### config.mk
export PLATFORM = sky130hd
export DESIGN_NAME = generational_handle_allocator_top
export DESIGN_NICKNAME = d
export VERILOG_FILES = /design/src/rtl/ghal_pkg.sv /design/src/rtl/ghal_ram.sv /design/src/rtl/ghal_engine.sv /design/src/rtl/generational_handle_allocator_top.sv
export SDC_FILE = /design/constraint.sdc
export NUM_CORES = 2
export LEC_CHECK = 0
export BUFFER_PORTS_ARGS = -buffer_cell sky130_fd_sc_hd__buf_2
export CORE_MARGIN = 1
export CORE_UTILIZATION = 35
export DETAILED_ROUTE_END_ITERATION = 7
export GPL_TIMING_DRIVEN = 0
export HOLD_SLACK_MARGIN = 0.06
export PLACE_DENSITY_LB_ADDON = 0.15
export SLEW_MARGIN = 20
export SYNTH_ARGS = -nofsm -noshare
export SYNTH_HDL_FRONTEND = slang
export SYNTH_HIERARCHICAL = 1
export SYNTH_SLANG_ARGS = --single-unit
### constraint.sdc
create_clock -name clock -period 27.2 [get_ports clock]
set_input_delay 4.08 -clock clock [delete_from_list [all_inputs] [get_ports clock]]
set_output_delay 4.08 -clock clock [all_outputs]
set_load 0.005 [all_outputs]
### src/rtl/ghal_pkg.sv
// Shared types, command and status codes for the generational handle allocator.
package ghal_pkg;

   // Default slot count
   localparam int NUM_SLOTS_DEF = 64;

   // Handle layout: generation in the upper half, slot index plus one in the lower half
   localparam int HANDLE_W = 64;
   localparam int GEN_W    = 32;

   // Generation given to a slot on first use and after a wrap
   localparam logic [GEN_W-1:0] GEN_FIRST = 32'd1;

   // Command codes
   localparam logic [1:0] CMD_ALLOC    = 2'd0;
   localparam logic [1:0] CMD_FREE     = 2'd1;
   localparam logic [1:0] CMD_VALIDATE = 2'd2;

   // Status codes
   localparam logic [1:0] ST_OK      = 2'd0;
   localparam logic [1:0] ST_INVALID = 2'd1;
   localparam logic [1:0] ST_FULL    = 2'd2;

   // Request word
   typedef struct packed {
      logic [1:0]          cmd;
      logic [HANDLE_W-1:0] handle_in;
   } req_type;

   // Response word
   typedef struct packed {
      logic [HANDLE_W-1:0] handle_out;
      logic [1:0]          status;
   } rsp_type;

   // Pipeline control from the handshake logic to the engine
   typedef struct packed {
      logic accept;   // request word taken into the stage register
      logic fire;     // stage register word processed into the response register
   } ctl_type;

endpackage

### src/rtl/ghal_ram.sv
// Generic single-write, single-read RAM with registered read data.
module ghal_ram #(
   parameter int WIDTH = 8,
   parameter int DEPTH = 16,
   localparam int AW = $clog2(DEPTH)
) (
   input  logic             clock,
   input  logic             wr_en,
   input  logic [AW-1:0]    wr_addr,
   input  logic [WIDTH-1:0] wr_data,
   input  logic             rd_en,
   input  logic [AW-1:0]    rd_addr,
   output logic [WIDTH-1:0] rd_data
);

   logic [WIDTH-1:0] mem_ff [DEPTH];
   logic [WIDTH-1:0] rd_data_ff;

   // Write port and registered read (read returns the old word on a collision)
   always_ff @(posedge clock) begin
      if (wr_en) begin
         mem_ff[wr_addr] <= wr_data;
      end
      if (rd_en) begin
         rd_data_ff <= mem_ff[rd_addr];
      end
   end

   assign rd_data = rd_data_ff;

endmodule

### src/rtl/ghal_engine.sv
// Allocator engine: generation table, free stack, counters and per-command decision logic.
module ghal_engine #(
   parameter int NUM_SLOTS = ghal_pkg::NUM_SLOTS_DEF
) (
   input  logic              clock,
   input  logic              reset,
   input  ghal_pkg::ctl_type ctl,
   input  ghal_pkg::req_type req_word,   // word being accepted this cycle
   input  ghal_pkg::req_type s1_word,    // word held in the stage register
   output ghal_pkg::rsp_type result
);

   localparam int IDX_W = $clog2(NUM_SLOTS);
   localparam int CNT_W = $clog2(NUM_SLOTS + 1);
   localparam int GEN_W = ghal_pkg::GEN_W;
   localparam int LOW_W = ghal_pkg::HANDLE_W - ghal_pkg::GEN_W;
   localparam logic [CNT_W-1:0] CNT_FULL = CNT_W'(NUM_SLOTS);

   // Counters
   logic [CNT_W-1:0] free_count_ff, free_count_in;
   logic [CNT_W-1:0] slots_in_use_ff, slots_in_use_in;
   logic [CNT_W-1:0] fc_less1, fc_less2;

   // Collision bypass registers
   logic             gen_hit_ff, gen_hit_in;
   logic [GEN_W-1:0] gen_hit_data_ff, gen_hit_data_in;
   logic             stk_hit1_ff, stk_hit1_in;
   logic             stk_hit2_ff, stk_hit2_in;
   logic [IDX_W-1:0] stk_hit_data_ff, stk_hit_data_in;

   // Memory ports
   logic             gen_we;
   logic [IDX_W-1:0] gen_waddr, gen_raddr;
   logic [GEN_W-1:0] gen_wdata, gen_rd_data;
   logic             stk_we;
   logic [IDX_W-1:0] stk_waddr, stk_wdata;
   logic [IDX_W-1:0] stk_raddr1, stk_raddr2, stk_rd1, stk_rd2;

   // Decode of the staged word
   logic [LOW_W-1:0] s1_low, cnt_low;
   logic [GEN_W-1:0] s1_gen, gen_cur, gen_next;
   logic [IDX_W-1:0] s1_idx, top_idx, second_idx, new_top_idx, fresh_idx;
   logic             handle_ok, push_now, pop_now;

   // Generation table
   ghal_ram #(
      .WIDTH (GEN_W),
      .DEPTH (NUM_SLOTS)
   ) u_gen_ram (
      .clock   (clock),
      .wr_en   (gen_we),
      .wr_addr (gen_waddr),
      .wr_data (gen_wdata),
      .rd_en   (ctl.accept),
      .rd_addr (gen_raddr),
      .rd_data (gen_rd_data)
   );

   // Free stack, two copies so the top and the entry below it read together
   ghal_ram #(
      .WIDTH (IDX_W),
      .DEPTH (NUM_SLOTS)
   ) u_stk_ram_top (
      .clock   (clock),
      .wr_en   (stk_we),
      .wr_addr (stk_waddr),
      .wr_data (stk_wdata),
      .rd_en   (1'b1),
      .rd_addr (stk_raddr1),
      .rd_data (stk_rd1)
   );

   ghal_ram #(
      .WIDTH (IDX_W),
      .DEPTH (NUM_SLOTS)
   ) u_stk_ram_next (
      .clock   (clock),
      .wr_en   (stk_we),
      .wr_addr (stk_waddr),
      .wr_data (stk_wdata),
      .rd_en   (1'b1),
      .rd_addr (stk_raddr2),
      .rd_data (stk_rd2)
   );

   // Field split and handle check
   always_comb begin
      s1_low     = s1_word.handle_in[LOW_W-1:0];
      s1_gen     = s1_word.handle_in[ghal_pkg::HANDLE_W-1:LOW_W];
      s1_idx     = IDX_W'(s1_low - LOW_W'(1));
      cnt_low    = LOW_W'(slots_in_use_ff);
      fresh_idx  = slots_in_use_ff[IDX_W-1:0];
      gen_cur    = gen_hit_ff  ? gen_hit_data_ff : gen_rd_data;
      top_idx    = stk_hit1_ff ? stk_hit_data_ff : stk_rd1;
      second_idx = stk_hit2_ff ? stk_hit_data_ff : stk_rd2;
      handle_ok  = (s1_low != '0) && (s1_gen != '0) && (s1_low <= cnt_low) &&
                   (gen_cur == s1_gen);
      // generation bump skips zero on wrap
      gen_next   = (gen_cur == '1) ? ghal_pkg::GEN_FIRST : gen_cur + GEN_W'(1);
   end

   // Command execution
   always_comb begin
      free_count_in     = free_count_ff;
      slots_in_use_in   = slots_in_use_ff;
      gen_we            = 1'b0;
      gen_waddr         = s1_idx;
      gen_wdata         = gen_next;
      push_now          = 1'b0;
      pop_now           = 1'b0;
      result.handle_out = '0;
      result.status     = ghal_pkg::ST_INVALID;
      if (ctl.fire) begin
         case (s1_word.cmd)
            ghal_pkg::CMD_ALLOC: begin
               if (free_count_ff != '0) begin
                  // reuse the most recently freed slot
                  pop_now           = 1'b1;
                  free_count_in     = free_count_ff - CNT_W'(1);
                  result.handle_out = {gen_cur, LOW_W'(top_idx) + LOW_W'(1)};
                  result.status     = ghal_pkg::ST_OK;
               end else if (slots_in_use_ff != CNT_FULL) begin
                  // fresh slot: seed its generation
                  slots_in_use_in   = slots_in_use_ff + CNT_W'(1);
                  gen_we            = 1'b1;
                  gen_waddr         = fresh_idx;
                  gen_wdata         = ghal_pkg::GEN_FIRST;
                  result.handle_out = {ghal_pkg::GEN_FIRST, cnt_low + LOW_W'(1)};
                  result.status     = ghal_pkg::ST_OK;
               end else begin
                  result.status     = ghal_pkg::ST_FULL;
               end
            end
            ghal_pkg::CMD_FREE: begin
               if (handle_ok && (free_count_ff != CNT_FULL)) begin
                  push_now      = 1'b1;
                  free_count_in = free_count_ff + CNT_W'(1);
                  gen_we        = 1'b1;
                  result.status = ghal_pkg::ST_OK;
               end
            end
            ghal_pkg::CMD_VALIDATE: begin
               if (handle_ok) begin
                  result.status = ghal_pkg::ST_OK;
               end
            end
            default: begin
            end
         endcase
      end
   end

   // Stack write and read addresses for the next cycle
   always_comb begin
      stk_we      = push_now;
      stk_waddr   = free_count_ff[IDX_W-1:0];
      stk_wdata   = s1_idx;
      fc_less1    = free_count_in - CNT_W'(1);
      fc_less2    = free_count_in - CNT_W'(2);
      stk_raddr1  = fc_less1[IDX_W-1:0];
      stk_raddr2  = fc_less2[IDX_W-1:0];
      // top of stack as it stands after this cycle's command
      new_top_idx = pop_now ? second_idx : (push_now ? s1_idx : top_idx);
      if (req_word.cmd == ghal_pkg::CMD_ALLOC) begin
         gen_raddr = new_top_idx;
      end else begin
         gen_raddr = IDX_W'(req_word.handle_in[LOW_W-1:0] - LOW_W'(1));
      end
   end

   // Bypass for reads that collide with this cycle's writes
   always_comb begin
      gen_hit_in      = gen_hit_ff;
      gen_hit_data_in = gen_hit_data_ff;
      if (ctl.accept) begin
         gen_hit_in      = gen_we && (gen_waddr == gen_raddr);
         gen_hit_data_in = gen_wdata;
      end
      stk_hit1_in     = stk_we && (stk_waddr == stk_raddr1);
      stk_hit2_in     = stk_we && (stk_waddr == stk_raddr2);
      stk_hit_data_in = stk_wdata;
   end

   // Control registers
   always_ff @(posedge clock) begin
      if (reset) begin
         free_count_ff   <= '0;
         slots_in_use_ff <= '0;
         gen_hit_ff      <= 1'b0;
         stk_hit1_ff     <= 1'b0;
         stk_hit2_ff     <= 1'b0;
      end else begin
         free_count_ff   <= free_count_in;
         slots_in_use_ff <= slots_in_use_in;
         gen_hit_ff      <= gen_hit_in;
         stk_hit1_ff     <= stk_hit1_in;
         stk_hit2_ff     <= stk_hit2_in;
      end
   end

   // Bypass data
   always_ff @(posedge clock) begin
      gen_hit_data_ff <= gen_hit_data_in;
      stk_hit_data_ff <= stk_hit_data_in;
   end

   // Counters stay within the slot count
   assert property (@(posedge clock) disable iff (reset)
      (free_count_ff <= CNT_FULL) && (slots_in_use_ff <= CNT_FULL))
      else $error("allocator counter beyond slot count");

   // A fresh allocation raises the high-water mark by one
   assert property (@(posedge clock) disable iff (reset)
      ctl.fire && (s1_word.cmd == ghal_pkg::CMD_ALLOC) && (free_count_ff == '0) &&
      (slots_in_use_ff != CNT_FULL)
      |=> (slots_in_use_ff == $past(slots_in_use_ff) + 1))
      else $error("fresh allocation did not advance slots in use");

   // A reuse allocation pops exactly one stack entry and leaves the mark alone
   assert property (@(posedge clock) disable iff (reset)
      ctl.fire && (s1_word.cmd == ghal_pkg::CMD_ALLOC) && (free_count_ff != '0)
      |=> (free_count_ff == $past(free_count_ff) - 1) &&
          (slots_in_use_ff == $past(slots_in_use_ff)))
      else $error("stack pop bookkeeping wrong");

endmodule

### src/rtl/generational_handle_allocator_top.sv
// Top level of the generational handle allocator: handshake, stage and response registers.
//
// Hands out 64-bit handles for NUM_SLOTS slots: generation in bits 63..32, slot index
// plus one in bits 31..0. Allocate reuses the most recently freed slot first, then
// fresh slots, and answers status 2 when none is left; free and validate answer
// status 1 for a zero, out-of-range or stale handle. Every command yields exactly one
// response word. One command is taken per clock cycle, with no bubbles between any
// mix of commands while the response side keeps up. A response word passes through the
// stage register, then the response register, after its request is accepted, and a
// stall on the response side can hold it in either. The generation table is a RAM with
// a registered read, addressed in the cycle a request is accepted; the free stack is a
// pair of such RAMs with reads always enabled. Every command is finished in one pass
// through the stage that follows. No clearing pass is needed after reset: a slot's
// generation is written when it is first used.
module generational_handle_allocator_top #(
   parameter int NUM_SLOTS = ghal_pkg::NUM_SLOTS_DEF
) (
   input  logic              clock,
   input  logic              reset,
   input  logic              req_valid,
   output logic              req_stall,
   input  ghal_pkg::req_type req_word,
   output logic              rsp_valid,
   input  logic              rsp_stall,
   output ghal_pkg::rsp_type rsp_word
);

   logic              s1_valid_ff, s1_valid_in;
   ghal_pkg::req_type s1_word_ff, s1_word_in;
   logic              rsp_valid_ff, rsp_valid_in;
   ghal_pkg::rsp_type rsp_word_ff, rsp_word_in;
   ghal_pkg::rsp_type eng_result;
   ghal_pkg::ctl_type ctl;
   logic              out_open;

   // Handshake: the stage advances whenever the response register can take a word
   always_comb begin
      out_open   = !rsp_valid_ff || !rsp_stall;
      ctl.fire   = s1_valid_ff && out_open;
      req_stall  = s1_valid_ff && !out_open;
      ctl.accept = req_valid && !req_stall;
   end

   ghal_engine #(
      .NUM_SLOTS (NUM_SLOTS)
   ) u_engine (
      .clock    (clock),
      .reset    (reset),
      .ctl      (ctl),
      .req_word (req_word),
      .s1_word  (s1_word_ff),
      .result   (eng_result)
   );

   // Next values of stage and response registers
   always_comb begin
      s1_valid_in  = ctl.accept || (s1_valid_ff && !ctl.fire);
      s1_word_in   = ctl.accept ? req_word : s1_word_ff;
      rsp_valid_in = ctl.fire || (rsp_valid_ff && rsp_stall);
      rsp_word_in  = ctl.fire ? eng_result : rsp_word_ff;
   end

   always_ff @(posedge clock) begin
      if (reset) begin
         s1_valid_ff  <= 1'b0;
         rsp_valid_ff <= 1'b0;
      end else begin
         s1_valid_ff  <= s1_valid_in;
         rsp_valid_ff <= rsp_valid_in;
      end
   end

   always_ff @(posedge clock) begin
      s1_word_ff  <= s1_word_in;
      rsp_word_ff <= rsp_word_in;
   end

   assign rsp_valid = rsp_valid_ff;
   assign rsp_word  = rsp_word_ff;

   // Only a successful command carries a handle
   assert property (@(posedge clock) disable iff (reset)
      rsp_valid_ff && (rsp_word_ff.status != ghal_pkg::ST_OK)
      |-> (rsp_word_ff.handle_out == '0))
      else $error("failed command returned a handle");

   // A queued response is not lost when a new request enters behind it
   assert property (@(posedge clock) disable iff (reset)
      rsp_valid_ff && rsp_stall |=> rsp_valid_ff && $stable(rsp_word_ff))
      else $error("stalled response word changed");

   // A word waiting in the stage register stays put
   assert property (@(posedge clock) disable iff (reset)
      s1_valid_ff && !ctl.fire |=> s1_valid_ff && $stable(s1_word_ff))
      else $error("stalled stage word changed");

endmodule

# After elaboration in Yosys (flattened, before gate mapping)
# Memories as Yosys holds them, arrays and structs flattened. A register that Yosys moved wholly into a read port is not among the register bits.
# Index checks and enable logic that the tools add are counted.
# Widths: inputs -> output; s select.
[op_classes] add_sub_neg=10 order_cmp=1 n_eq_ne=9 muxes=39 bitwise=1 reduce_logical=26
[ops] op="$mux 32" n=6
[ops] op="$mux 66" n=1
[ops] op="$reduce_bool 32->1" n=2
[ops] op="$mux 6" n=9
[ops] op="$mux 33" n=1
[ops] op="$add 32x1->32 const B" n=1
[ops] op="$eq 32x32->1" n=1
[ops] op="$eq 32x32->1 const B" n=1
[ops] op="$le 32x7->1" n=1
[ops] op="$mux 7" n=3
[ops] op="$eq 6x6->1" n=3
[ops] op="$sub 6x1->6 const B" n=3
[ops] op="$mux 1" n=15
[ops] op="$add 7x1->7 const B" n=2
[ops] op="$ne 7x7->1 const B" n=2
[ops] op="$pmux 7 s2" n=1
[ops] op="$logic_and 1x1->1" n=12
[ops] op="$add 7x1->8 const B" n=1
[ops] op="$add 6x1->7 const B" n=1
[ops] op="$reduce_bool 7->1" n=1
[ops] op="$sub 7x1->7 const B" n=1
[ops] op="$pmux 2 s3" n=1
[ops] op="$sub 6x2->6 const B" n=1
[ops] op="$logic_not 1->1" n=5
[ops] op="8 further kinds" n=11
[word_totals] reg_bits=189 ram_bits=2816 in_bits=70 out_inout_bits=68 word_cells=102 memories=3
[mem_list] name="u_engine.u_gen_ram.mem_ff" words=64 word_bits=32 rd=1 rd_ports_with_merged_regs=1 wr=1 line_no="ghal_ram.sv:16" rtl="logic [WIDTH-1:0] mem_ff [DEPTH];"
[mem_list] name="u_engine.u_stk_ram_next.mem_ff" words=64 word_bits=6 rd=1 rd_ports_with_merged_regs=1 wr=1 line_no="ghal_ram.sv:16"
[mem_list] name="u_engine.u_stk_ram_top.mem_ff" words=64 word_bits=6 rd=1 rd_ports_with_merged_regs=1 wr=1 line_no="ghal_ram.sv:16"

# Logic depth before layout (Yosys ltp)
[depth] depth_word=13 depth_mapped=21 ltp_nobuf=17

# Hierarchy
# Netlist, hierarchy kept.
[modules_own_cells] module="ghal_ram at u_engine.u_gen_ram" n_inst=1 cells_per_inst=3324 area_each_um2=78835.6 seq_area_each_um2=62459.9
[modules_own_cells] module="ghal_ram at u_engine.u_stk_ram_next ..." n_inst=2 cells_per_inst=720 area_each_um2=15285.9 seq_area_each_um2=11711.2
[modules_own_cells] module="ghal_engine" n_inst=1 cells_per_inst=693 area_each_um2=5552.8 seq_area_each_um2=1421.4
[modules_own_cells] module="generational_handle_allocator_top" n_inst=1 cells_per_inst=142 area_each_um2=4050.1 seq_area_each_um2=4003.8

# Worst setup path before layout
# OpenSTA, ideal clock, no wires.
[synth_path] path_type="input-to-reg" from="input rsp_stall" to="memory u_engine/u_gen_ram/mem_ff[48][0] in the netlist's numbering, enable pin" setup_ps=461 arrival_ps=13560 t_required_ps=26739 setup_slack_ps=13179 path_stages=8 path_buffers=1 path_cell_list="a21boi_0 > nand2b_1 > nor4b_1 > nor2_1 > a21oi_1 > clkbuf_1 > nand4b_1 > nor3_1"
[synth_between] word_cells_on_any_way=7 cone_classes="mux: 4; reduce/logical: 3"
[synth_rtl] item="from (decl)" line_no="generational_handle_allocator_top.sv:24" rtl="input logic rsp_stall,"
[synth_rtl] item="$logic_not 1->1" line_no="generational_handle_allocator_top.sv:38" rtl="out_open = !rsp_valid_ff || !rsp_stall;"
[synth_rtl] item="$logic_or 1x1->1" line_no="generational_handle_allocator_top.sv:38"
[synth_rtl] item="$logic_and 1x1->1" line_no="generational_handle_allocator_top.sv:39" rtl="ctl.fire = s1_valid_ff && out_open;"
[synth_rtl] item="$mux 6" line_no="ghal_engine.sv:113" rtl="if (ctl.fire) begin"
[synth_rtl] item="via u_engine.gen_waddr[5]" line_no="ghal_engine.sv:33" rtl="logic [IDX_W-1:0] gen_waddr, gen_raddr;"
[synth_rtl] item="to (decl)" line_no="ghal_ram.sv:16"
# The timed path passes the listed nets, and every way through them passes these cells.

==> impl_metrics.env <==
export IMPL_status="completed"
export IMPL_final_cell_mix="edfxtp_1 (3,024), mux4_2 (718), clkbuf_16 (340)"
export IMPL_critPathLaunchType="primary input"
export IMPL_synth_ff_type="edfxtp_1"
export IMPL_grt_pass1_wl_um=522100
export IMPL_io_pins=138
export IMPL_synth_area_mm2=0.1190
export IMPL_clk_pin_slew_ns=0.06
export IMPL_irDropWorstVdd_mv=0.04963
export IMPL_cts_buffers=330
export IMPL_hold_buffers=0
export IMPL_tritoncts="done"
export IMPL_regArea_mm2=0.09131
export IMPL_power_switching_share=0.2394
export IMPL_layout_drive_gt1_share=0.2886
export IMPL_clk_latency_ns=0.93
export IMPL_multi_input_area_mm2=0.02690
export IMPL_final_common_cell="edfxtp_1"
export IMPL_end_kind="register"
export IMPL_max_cap_violations=0
export IMPL_maxSlewHeadroom=0.1762
export IMPL_wl_per_cell_um=34.63
export IMPL_num_rows=213
export IMPL_fin_skew_ns=0.07286
export IMPL_root_buffer="clkbuf_16"
export IMPL_reg2reg_from="u_engine/gen_hit_ff"
export IMPL_synth_cell_types=82
export IMPL_synth_edf_count=3024
export IMPL_placed_cells_incl_taps=10530
export IMPL_core_area_mm2=0.3374
export IMPL_ys_seq_area_frac=0.7672
export IMPL_timing_fmax_mhz=90.33
export IMPL_routed_wl_um=385200
export IMPL_hold_class="reg2reg"
export IMPL_fin_crit_ns=11.07
export IMPL_ant_nets=0
export IMPL_hold_path_cell_count=2
export IMPL_fillers=29520
export IMPL_avgViaCountPerCell=5.625
export IMPL_fin_area_mm2=0.1418
export IMPL_avgSynthCellArea_um2=21.26
export IMPL_cts_sinks=3049
export IMPL_place_area_mm2=0.1314
export IMPL_dp_hpwl_um=267800
export IMPL_grt_start_max_net_pins=78
export IMPL_grt_overflow_total=0
export IMPL_powerDensity_mw_per_mm2=75.82
export IMPL_rsz0062_at_grt="false"
export IMPL_cp_data_arrival_time_ns=11.62
export IMPL_firstDrtPassIters=7
export IMPL_setup_tns_ns=0
export IMPL_setup_viol=0
export IMPL_syn_inst=5599
export IMPL_grt_usage=0.2225
export IMPL_final_cell_count_no_fill=11120
export IMPL_hold_end="s1_valid_ff"
export IMPL_hold_slack_ns=0.5208
export IMPL_grt_pass1_vias=62340
export IMPL_pwr_share_clk=0.404
export IMPL_hold_start="s1_valid_ff"
export IMPL_yosysWarnings=6
export IMPL_drt_iter0_drc=7779
export IMPL_drcViolationCount=0
export IMPL_drv_slew=0
export IMPL_fin_crit_sh=0.4070
export IMPL_die_h_um=585.1
export IMPL_r2r_setup_slack_ns=18.77
export IMPL_routabilityCongestion=0.8437
export IMPL_rr_worst_depth=17
export IMPL_initial_core_util=0.3527
export IMPL_finalNetCount=6430
export IMPL_intPower_w=0.008177
export IMPL_power_frac_seq=0.500
export IMPL_tightest_slew_ns=1.236
export IMPL_portBuffers=137
export IMPL_cts_repair_resized=0
export IMPL_cp_max_fo=20
export IMPL_die_area_mm2=0.3424
export IMPL_vias=62560
export IMPL_area_growth_pct=19.13
export IMPL_ys_ff_latch=3049
export IMPL_async_flop_share=0
export IMPL_worstSetupPathType="in2reg"
export IMPL_comb_power_share=0.096
export IMPL_p_leak_nw=44.84
export IMPL_die_w_um=585.1
export IMPL_cp_required_ns=27.75
export IMPL_antenna_found_initial=22
export IMPL_post_cts_repair_setup_buffers=0
export IMPL_regToRegEndpoint="u_engine/u_gen_ram/rd_data[18]"
export IMPL_p_switching_w=0.002573
export IMPL_hold_violations=0
export IMPL_htree_levels=5
export IMPL_cts_buffer_depth=4
## area by class of cell
cell class,instances,area share
plain buffers,313,0.01217
well taps,4515,0.03985
clock buffers,410,0.06194
inverters,29,0.0008384
clock inverters,180,0.01062
diodes,6,0.0001059
multi-input cells,2243,0.1898
repair buffers,377,0.04069
flip-flops and latches,3049,0.6440
## power groups by stage
| stage | Clock, W | Sequential [W] | Combinational [W] |
|---|---|---|---|
| floorplan | 0 | 0.00549 | 0.000463 |
| global route | 0.00459 | 0.00537 | 0.00107 |
| finish | 0.00434 | 0.00538 | 0.00104 |
| detailed placement | 0 | 0.00547 | 0.00103 |
| global placement | 0 | 0.00553 | 0.000889 |
| CTS | 0.00443 | 0.00537 | 0.00104 |
## synth_stat cells, drive strengths merged, types with 38 or more instances
library cell | n | area, um^2
edfxtp | 3024 | 90810
mux4 | 730 | 16490
nor2 | 384 | 1444
buf | 189 | 1229
mux2i | 168 | 1693
clkbuf | 124 | 465.5
o22ai | 115 | 719.4
a21oi | 99 | 503.0
nand2 | 92 | 345.3
xnor2 | 70 | 620.6
nand3 | 50 | 255.3
o221ai | 47 | 417.9
nor3 | 39 | 195.2
nor2b | 38 | 237.7
## kinds of logic (layout without fill, tap and decap cells)
group / after synthesis / in the layout / share of synthesized area
XOR/XNOR: 95 / 95 / 0.007055
AND/OR/NAND/NOR: 781 / 781 / 0.03155
adder cells (fa/ha/maj): 17 / 17 / 0.001787
buffers and inverters: 342 / 1309 / 0.01515
flip-flops: 3049 / 3049 / 0.7672
other: 2 / 43 / 0.00006310
AO/OA/AOI/OAI: 389 / 389 / 0.02196
multiplexers: 924 / 924 / 0.1552
## sequential cells by signal, indices dropped and copies added (netlist names), 6 cells and up
signal,flops
u_engine/free_count_ff,7
u_engine/u_stk_ram_top/rd_data,6
rsp_word,66
u_engine/u_stk_ram_next/rd_data,6
u_engine/u_gen_ram/mem_ff,2048
s1_word_ff,66
u_engine/u_stk_ram_top/mem_ff,384
u_engine/u_stk_ram_next/mem_ff,384
u_engine/stk_hit_data_ff,6
u_engine/u_gen_ram/rd_data,32
u_engine/gen_hit_data_ff,32
u_engine/slots_in_use_ff,7
## critical path, stage by stage
cell and delay [ns]:
buf_2 0.13, a21boi_4 0.51, buf_16 0.24, buf_16 0.17, nor2b_1 0.36, nand2_1 0.22
nor2_1 0.40, a21boi_0 0.23, nor4b_4 0.61, mux2i_1 0.25, a211oi_1 0.16, nor2_1 0.18
buf_2 0.37, clkbuf_1 0.50, clkbuf_1 0.87, mux4_2 0.43, mux4_2 0.55, o22ai_1 0.90
nor2_1 0.37
## per-layer routing
metal	global-route usage	part of all wire	vias up
li1	-	-	24880
met1	0.3128	0.42	34470
met2	0.3543	0.47	2682
met3	0.04522	0.085	528
met4	0.05605	0.027	2
met5	0	0.000031	-
## how the worst max path moves through the flow
stage                   start                          endpoint  cells past startpoint
floorplan           rsp_stall  u_engine/u_gen_ram/mem_ff[48][0]                      8
global placement    rsp_stall  u_engine/u_gen_ram/mem_ff[49][7]                      9
detailed placement  rsp_stall    u_engine/u_gen_ram/rd_data[18]                     19
CTS                 rsp_stall    u_engine/u_gen_ram/rd_data[18]                     19
global route        rsp_stall    u_engine/u_gen_ram/rd_data[18]                     19
finish              rsp_stall    u_engine/u_gen_ram/rd_data[18]                     19
## stage by stage
| stage | setup slack [ns] | total power, W | utilization |
|---|---|---|---|
| global route | 15.99 | 0.01104 | 0.4202 |
| global placement | 2.772 | 0.006420 | 0.3719 |
| finish | 16.13 | 0.01075 | 0.4202 |
| detailed placement | 15.43 | 0.006507 | 0.3896 |
| floorplan | 13.18 | 0.005951 | - |
| CTS | 16.39 | 0.01084 | 0.4201 |
Power figures use the tool's default switching activity.
